## src/rtl/lr_pkg.sv

```systemverilog
// Shared types and constants for the line rasterizer.
package lr_pkg;

  localparam int unsigned COLOR_BITS = 8;

  // Input word kind
  typedef enum logic {
    KIND_LOAD = 1'b0,
    KIND_STEP = 1'b1
  } kind_t;

  typedef logic [COLOR_BITS-1:0] color_t;

endpackage

```

## src/rtl/line_rasterizer_top.sv

```systemverilog
// Line rasterizer top level: input register, one-pass walk step, result register.
//
//   channel | handshake              | payload
//   --------+------------------------+----------------------------------------------
//   in      | in_valid / in_stall    | in_kind, in_start_x/y, in_end_x/y
//   out     | out_valid / out_stall  | out_pixel_x/y, out_pixel_color, out_plot, out_last
//   cfg     | cfg_valid / cfg_ready  | cfg_draw_color
//
// One word per clock while the output is not stalled; a word passes the input register,
// then the walk logic feeding the result register.
// The walk state updates in the same cycle as the result register loads.
// rst_n is synchronous, active low; it clears the walk state and draw color.
// A stalled output holds its word; the input register takes a word while it
// is empty or while its own word moves on to the result register.
module line_rasterizer_top #(
  parameter int unsigned COORD_BITS = 12
) (
  input  logic                  clk,
  input  logic                  rst_n,

  input  logic                  in_valid,
  output logic                  in_stall,
  input  lr_pkg::kind_t         in_kind,
  input  logic [COORD_BITS-1:0] in_start_x,
  input  logic [COORD_BITS-1:0] in_start_y,
  input  logic [COORD_BITS-1:0] in_end_x,
  input  logic [COORD_BITS-1:0] in_end_y,

  output logic                  out_valid,
  input  logic                  out_stall,
  output logic [COORD_BITS-1:0] out_pixel_x,
  output logic [COORD_BITS-1:0] out_pixel_y,
  output lr_pkg::color_t        out_pixel_color,
  output logic                  out_plot,
  output logic                  out_last,

  input  logic                  cfg_valid,
  output logic                  cfg_ready,
  input  lr_pkg::color_t        cfg_draw_color
);
  import lr_pkg::*;

  localparam int unsigned ACC_BITS = COORD_BITS + 1;

  typedef logic [COORD_BITS-1:0] coord_t;
  typedef logic [ACC_BITS-1:0]   acc_t;

  // Configuration
  color_t draw_color_r;

  // Input register
  logic   s1_valid_r;
  kind_t  s1_kind_r;
  coord_t s1_start_x_r, s1_start_y_r, s1_end_x_r, s1_end_y_r;

  // Walk state
  coord_t cur_x_r, cur_y_r, cur_x_nxt, cur_y_nxt;
  acc_t   acc_x_r, acc_y_r, acc_x_nxt, acc_y_nxt;
  coord_t span_x_r, span_y_r, span_x_nxt, span_y_nxt;
  coord_t major_r, major_nxt;
  coord_t iter_r, iter_nxt;
  logic   x_rising_r, y_rising_r, x_rising_nxt, y_rising_nxt;
  logic   active_r, active_nxt;

  // Result register
  logic   out_valid_r;
  coord_t out_x_r, out_y_r;
  color_t out_color_r;
  logic   out_plot_r, out_last_r;
  logic   plot_nxt, last_nxt;

  logic   advance;
  logic   in_take;

  // Load path
  coord_t ld_x1, ld_y1, ld_x2, ld_y2;
  logic   ld_swap;

  // Step path
  acc_t   sum_x, sum_y;
  logic   move_x, move_y;
  logic   step_last;

  assign cfg_ready = 1'b1;

  assign advance  = s1_valid_r && (!out_valid_r || !out_stall);
  assign in_stall = s1_valid_r && !advance;
  assign in_take  = in_valid && !in_stall;

  always_ff @(posedge clk) begin
    if (!rst_n) begin
      draw_color_r <= '0;
    end else if (cfg_valid && cfg_ready) begin
      draw_color_r <= cfg_draw_color;
    end
  end

  always_ff @(posedge clk) begin
    if (!rst_n) begin
      s1_valid_r <= 1'b0;
    end else if (in_take) begin
      s1_valid_r <= 1'b1;
    end else if (advance) begin
      s1_valid_r <= 1'b0;
    end
  end

  always_ff @(posedge clk) begin
    if (in_take) begin
      s1_kind_r    <= in_kind;
      s1_start_x_r <= in_start_x;
      s1_start_y_r <= in_start_y;
      s1_end_x_r   <= in_end_x;
      s1_end_y_r   <= in_end_y;
    end
  end

  // Order endpoints so the walk starts at the larger y
  assign ld_swap = s1_end_y_r > s1_start_y_r;
  assign ld_x1   = ld_swap ? s1_end_x_r   : s1_start_x_r;
  assign ld_y1   = ld_swap ? s1_end_y_r   : s1_start_y_r;
  assign ld_x2   = ld_swap ? s1_start_x_r : s1_end_x_r;
  assign ld_y2   = ld_swap ? s1_start_y_r : s1_end_y_r;

  assign sum_x     = acc_x_r + acc_t'(span_x_r);
  assign sum_y     = acc_y_r + acc_t'(span_y_r);
  assign move_x    = sum_x > acc_t'(major_r);
  assign move_y    = sum_y > acc_t'(major_r);
  assign step_last = iter_r >= major_r;

  function automatic coord_t move_axis(input coord_t c, input logic rising);
    coord_t r;
    if (rising) begin
      r = c + coord_t'(1);
    end else if (c == '0) begin
      r = '0;
    end else begin
      r = c - coord_t'(1);
    end
    return r;
  endfunction

  always_comb begin
    cur_x_nxt    = cur_x_r;
    cur_y_nxt    = cur_y_r;
    acc_x_nxt    = acc_x_r;
    acc_y_nxt    = acc_y_r;
    span_x_nxt   = span_x_r;
    span_y_nxt   = span_y_r;
    major_nxt    = major_r;
    iter_nxt     = iter_r;
    x_rising_nxt = x_rising_r;
    y_rising_nxt = y_rising_r;
    active_nxt   = active_r;
    plot_nxt     = 1'b0;
    last_nxt     = 1'b0;

    unique case (s1_kind_r)
      KIND_LOAD: begin
        x_rising_nxt = ld_x2 > ld_x1;
        y_rising_nxt = ld_y2 > ld_y1;
        span_x_nxt   = x_rising_nxt ? ld_x2 - ld_x1 : ld_x1 - ld_x2;
        span_y_nxt   = y_rising_nxt ? ld_y2 - ld_y1 : ld_y1 - ld_y2;
        major_nxt    = (span_x_nxt > span_y_nxt) ? span_x_nxt : span_y_nxt;
        cur_x_nxt    = ld_x1;
        cur_y_nxt    = ld_y1;
        acc_x_nxt    = '0;
        acc_y_nxt    = '0;
        iter_nxt     = '0;
        active_nxt   = 1'b1;
        plot_nxt     = 1'b1;
      end
      KIND_STEP: begin
        if (active_r) begin
          acc_x_nxt = move_x ? sum_x - acc_t'(major_r) : sum_x;
          acc_y_nxt = move_y ? sum_y - acc_t'(major_r) : sum_y;
          if (move_x) begin
            cur_x_nxt = move_axis(cur_x_r, x_rising_r);
          end
          if (move_y) begin
            cur_y_nxt = move_axis(cur_y_r, y_rising_r);
          end
          plot_nxt = move_x || move_y;
          last_nxt = step_last;
          if (step_last) begin
            active_nxt = 1'b0;
          end else begin
            iter_nxt = iter_r + coord_t'(1);
          end
        end
      end
      default: begin
      end
    endcase
  end

  always_ff @(posedge clk) begin
    if (!rst_n) begin
      cur_x_r    <= '0;
      cur_y_r    <= '0;
      acc_x_r    <= '0;
      acc_y_r    <= '0;
      span_x_r   <= '0;
      span_y_r   <= '0;
      major_r    <= '0;
      iter_r     <= '0;
      x_rising_r <= 1'b0;
      y_rising_r <= 1'b0;
      active_r   <= 1'b0;
    end else if (advance) begin
      cur_x_r    <= cur_x_nxt;
      cur_y_r    <= cur_y_nxt;
      acc_x_r    <= acc_x_nxt;
      acc_y_r    <= acc_y_nxt;
      span_x_r   <= span_x_nxt;
      span_y_r   <= span_y_nxt;
      major_r    <= major_nxt;
      iter_r     <= iter_nxt;
      x_rising_r <= x_rising_nxt;
      y_rising_r <= y_rising_nxt;
      active_r   <= active_nxt;
    end
  end

  always_ff @(posedge clk) begin
    if (!rst_n) begin
      out_valid_r <= 1'b0;
    end else if (advance) begin
      out_valid_r <= 1'b1;
    end else if (!out_stall) begin
      out_valid_r <= 1'b0;
    end
  end

  always_ff @(posedge clk) begin
    if (advance) begin
      out_x_r     <= cur_x_nxt;
      out_y_r     <= cur_y_nxt;
      out_color_r <= draw_color_r;
      out_plot_r  <= plot_nxt;
      out_last_r  <= last_nxt;
    end
  end

  assign out_valid       = out_valid_r;
  assign out_pixel_x     = out_x_r;
  assign out_pixel_y     = out_y_r;
  assign out_pixel_color = out_color_r;
  assign out_plot        = out_plot_r;
  assign out_last        = out_last_r;

  // A load word always yields a plotted, non-final pixel
  a_load_result: assert property (@(posedge clk) disable iff (!rst_n)
    (advance && s1_kind_r == KIND_LOAD) |=> (out_valid && out_plot && !out_last))
    else $error("load result not plotted or flagged last");

  // The final iteration closes the segment
  a_last_closes: assert property (@(posedge clk) disable iff (!rst_n)
    (advance && last_nxt) |=> !active_r)
    else $error("segment still active after last iteration");

  // Iteration count never passes the major span
  a_iter_bound: assert property (@(posedge clk) disable iff (!rst_n)
    active_r |-> (iter_r <= major_r))
    else $error("iteration count beyond major span");

  // Accumulators stay within the major span between steps
  a_acc_bound: assert property (@(posedge clk) disable iff (!rst_n)
    active_r |-> (acc_x_r <= acc_t'(major_r) && acc_y_r <= acc_t'(major_r)))
    else $error("error accumulator out of range");

endmodule

```

## config.mk

```make
export PLATFORM = sky130hd
export DESIGN_NAME = line_rasterizer_top
export DESIGN_NICKNAME = d
export VERILOG_FILES = /design/src/rtl/lr_pkg.sv /design/src/rtl/line_rasterizer_top.sv
export SDC_FILE = /design/constraint.sdc
export NUM_CORES = 1
export LEC_CHECK = 0
export BUFFER_PORTS_ARGS = -buffer_cell sky130_fd_sc_hd__buf_2
export CAP_MARGIN = 20
export CELL_PAD_IN_SITES_DETAIL_PLACEMENT = 0
export CELL_PAD_IN_SITES_GLOBAL_PLACEMENT = 2
export CORE_MARGIN = 2
export CORE_UTILIZATION = 41
export CTS_CLUSTER_SIZE = 14
export DETAILED_ROUTE_END_ITERATION = 6
export GPL_TIMING_DRIVEN = 0
export PLACE_DENSITY = 0.93
export SLEW_MARGIN = 40
export SYNTH_ARGS = -nofsm -noshare
export SYNTH_HDL_FRONTEND = slang
export SYNTH_SLANG_ARGS = --single-unit
export TNS_END_PERCENT = 10
```

## constraint.sdc

```tcl
create_clock -name clk -period 19 [get_ports clk]
set_input_delay 0.95 -clock clk [delete_from_list [all_inputs] [get_ports clk]]
set_output_delay 0.95 -clock clk [all_outputs]
set_load 0.02 [all_outputs]
```

==> impl_results.md <==
* Ys flop type: dfxtp_1
* Ranking of synthesized cells by area: edfxtp_1, dfxtp_1, ha_1
* Die height at 189.9 um
* Core Area at 0.03429 mm2
* CTS buffer count at 17
* Syn Nets at 1871
* Main combinational cell family by area after synthesis: compound AO/OA/AOI/OAI gates
* Power density over the cells at 95.58 mW/mm2
* Synthesized area at 0.01417 mm2
* Reg area at 0.004715 mm2
* Worst-path clk slew at 0.08 ns
* Layout area overhead at 12.32%
* Share of cells above drive strength 1 at 11.01%
* Reg2reg setup slack at 10.38 ns
* Worst reg2reg path endpoint: major_r[11]
* Clock sink count at 194
* Warnings from Yosys at 0
* Maximum VDD drop at 0.00007026 V
* Synthesized flop and latch total at 194
* Final hold vios at 0
* Clock root cell: clkbuf_16
* Synth Area in XOR/XNOR at 4.688%
* First-pass GRT wire length at 72.44 mm
* Cell variety after synth at 94
* Startpoint class of the critical path: flip-flop
* Fin nets at 1989
* Post-synth EDFFs at 83
* WL final at 47.41 mm
* Share of Yosys cell area claimed by the top area cell type at 17.59%
* Clk buf depth at 2
* Port Buffers at 96
* CTS tree: done
* Hold wc startpoint: draw_color_r[3]
* Setup tns final at 0 ns
* Die area at 0.03607 mm2
* Critical Path Start: s1_end_y_r[8]
* Vias in the first global route at 12450
* Post-detail-place hpwl at 36.94 mm
* 1st-iter DRT viols at 1264
* Max frequency at 116.0 MHz
* Die Wd at 189.9 um
* Post-route DRC at 0
* N_diodes at 0
* Compound-Gate Fraction of Synth Area at 24.61%
* CP Data Arrival Time at 9.01 ns
* Max Slew Vio Count at 0
* Slew HR at 45.83%
* Starting Density at 41.33%
* Status: complete, no violations
* Post_cts resized at 0
* Leading area contributor after synthesis: edfxtp_1
* Slowest stage delay, CP at 0.56 ns
* Via density at 5.841
* Post-synthesis mux area share at 3.434%
* Max Cap Viol at 0
* CP endpoint kind: flip-flop
* Design Area, Final at 0.01592 mm2
* Hold path depth at 0
* RSZ-0062 raised after global routing: false
* Slowest CP cell: edfxtp_1
* WL/cell at 20.63 um
* Hold Path Sink: out_pixel_color[3]
* Pre-Repair DR Iteration Count at 7
* Post-synthesis cell count at 1712
* Final setup viols at 0
* Synth top cells by count: nor2_1, nand2_1, o21ai_0
* CP Data Required Time at 19.39 ns
* Multi-input combinational cell area at 0.008778 mm2
* Io pins at 99
* Site Rows at 68
* Final ANT Viol Nets at 0
* Hold crit path type: flip-flop to flip-flop
* Worst r2r path cells at 30
* Antenna violations before repair at 0
* GRT Util Overall at 26.38%
* Placed instance area at 0.01530 mm2
* Via Count at 13420
* Tmin final at 8.621 ns
* Adder-Cell Fraction of Synth Area at 9.341%
* Fillers at 3421
* Most frequent cell after synthesis: nor2_1
* Largest net degree at the start of global routing at 33
* Seq/Total Area, Yosys at 33.27%
* Worst Skew at 0.01124 ns
* WS Path Type: flip-flop to flip-flop
* GRT Residual Overflow at 0
* Period utilization at 45.37%
* Clock insertion delay at the later pin of the skew report at 0.47 ns
* Biggest regs: acc_x_r (13), acc_y_r (13)
* Post-CTS setup buffers at 0
* Crit Path Max Fanout at 10
* CTS Hold Buffers Added at 0
* Ys async rst share at 0%
* Lkg Pwr at 6.452 nW
* RePlAce Congestion at 0.9554
* H-tree depth at 4
* Worst Tran Pin Value at 0.8096 ns
* Avg Inst Size Synth at 8.278 um2
* FF-to-FF Start: s1_end_y_r[8]
* Simple-gate share of the synthesized area at 19.71%
logic make-up after synthesis:
logic type / after synthesis
adder cells (fa/ha/maj): 105
flip-flops: 194
AND/OR/NAND/NOR: 595
buffers and inverters: 171
multiplexers: 48
AO/OA/AOI/OAI: 523
XOR/XNOR: 75
other: 1
critical path: cells and delay by family, from the launching register on:
family | cells | cell delay, ns
and+or+nand+nor | 10 | 2.15
AOI/OAI and AO/OA | 9 | 2.30
buffers and inverters | 7 | 2.09
xor gates and xnor gates | 1 | 0.37
DFF | 1 | 0.56
adders and majority gates | 3 | 1.05
stage by stage:
step	utilization [%]	worst slack [ns]	total power, mW	hold WS [ns]	cells
global placement	44.40	10.66	1.132	0.4104	2263
finish	46.42	10.38	1.521	0.4365	2298
CTS	46.38	10.65	1.518	0.4367	2298
floorplan	-	12.60	0.9510	0.4076	1712
detailed placement	44.61	10.67	1.138	0.4181	2266
global route	46.42	9.862	1.610	0.4454	2298
cells in the final DEF, fill, tap and decap left out, types with 9 or more instances in the layout:
master	instances
o21a_1	10
or3_1	11
nor4_1	13
nand3_1	44
o21ai_0	120
dfxtp_1	111
o21ai_1	17
o31ai_1	11
nand2_1	168
a22o_1	15
nor3_1	35
o22ai_1	16
a32oi_1	9
mux2i_1	43
buf_2	114
inv_1	81
xor2_1	33
nor2b_1	33
a31oi_1	18
ha_1	93
and2_1	13
nand2b_1	23
and3_1	19
a21oi_1	115
nand4_1	25
o221ai_1	10
clkbuf_1	57
edfxtp_1	83
a22oi_1	23
a211oi_1	10
xnor2_1	41
a21o_1	31
clkbuf_16	17
o211ai_1	13
nor2_1	184
o21bai_1	14
metal layers:
layer / vias up / global-route usage, % / share of wire (%)
met2: 403 / 41.73 / 45
li1: 6523 / - / -
met4: 0 / 9.273 / 3.2
met5: - / 0 / 0
met1: 6423 / 35.96 / 46
met3: 73 / 5.073 / 5.8
worst max-delay path by stage:
stage / slack (ns) / to / cells after the start
3_5_place_dp: 10.67 / major_r[10] / 30
2_1_floorplan: 12.60 / major_r[5] / 32
5_1_grt: 9.86 / major_r[11] / 32
6_report: 10.38 / major_r[11] / 30
3_3_place_gp: 10.66 / major_r[10] / 32
4_1_cts: 10.65 / major_r[10] / 32
cell type report:
class,instances,area share [%]
clock inverters,15,1.140
multi-input cells,1347,55.15
flip-flops and latches,194,29.62
repair buffers,99,3.411
clock buffers,17,2.673
well taps,455,3.576
inverters,83,1.957
plain buffers,88,2.476
power by group:
| part | internal [mW] | switching, mW |
|---|---|---|
| Clock | 0.180 | 0.196 |
| Combinational | 0.243 | 0.418 |
| Sequential | 0.462 | 0.0223 |
Power figures use the tool's default switching activity.
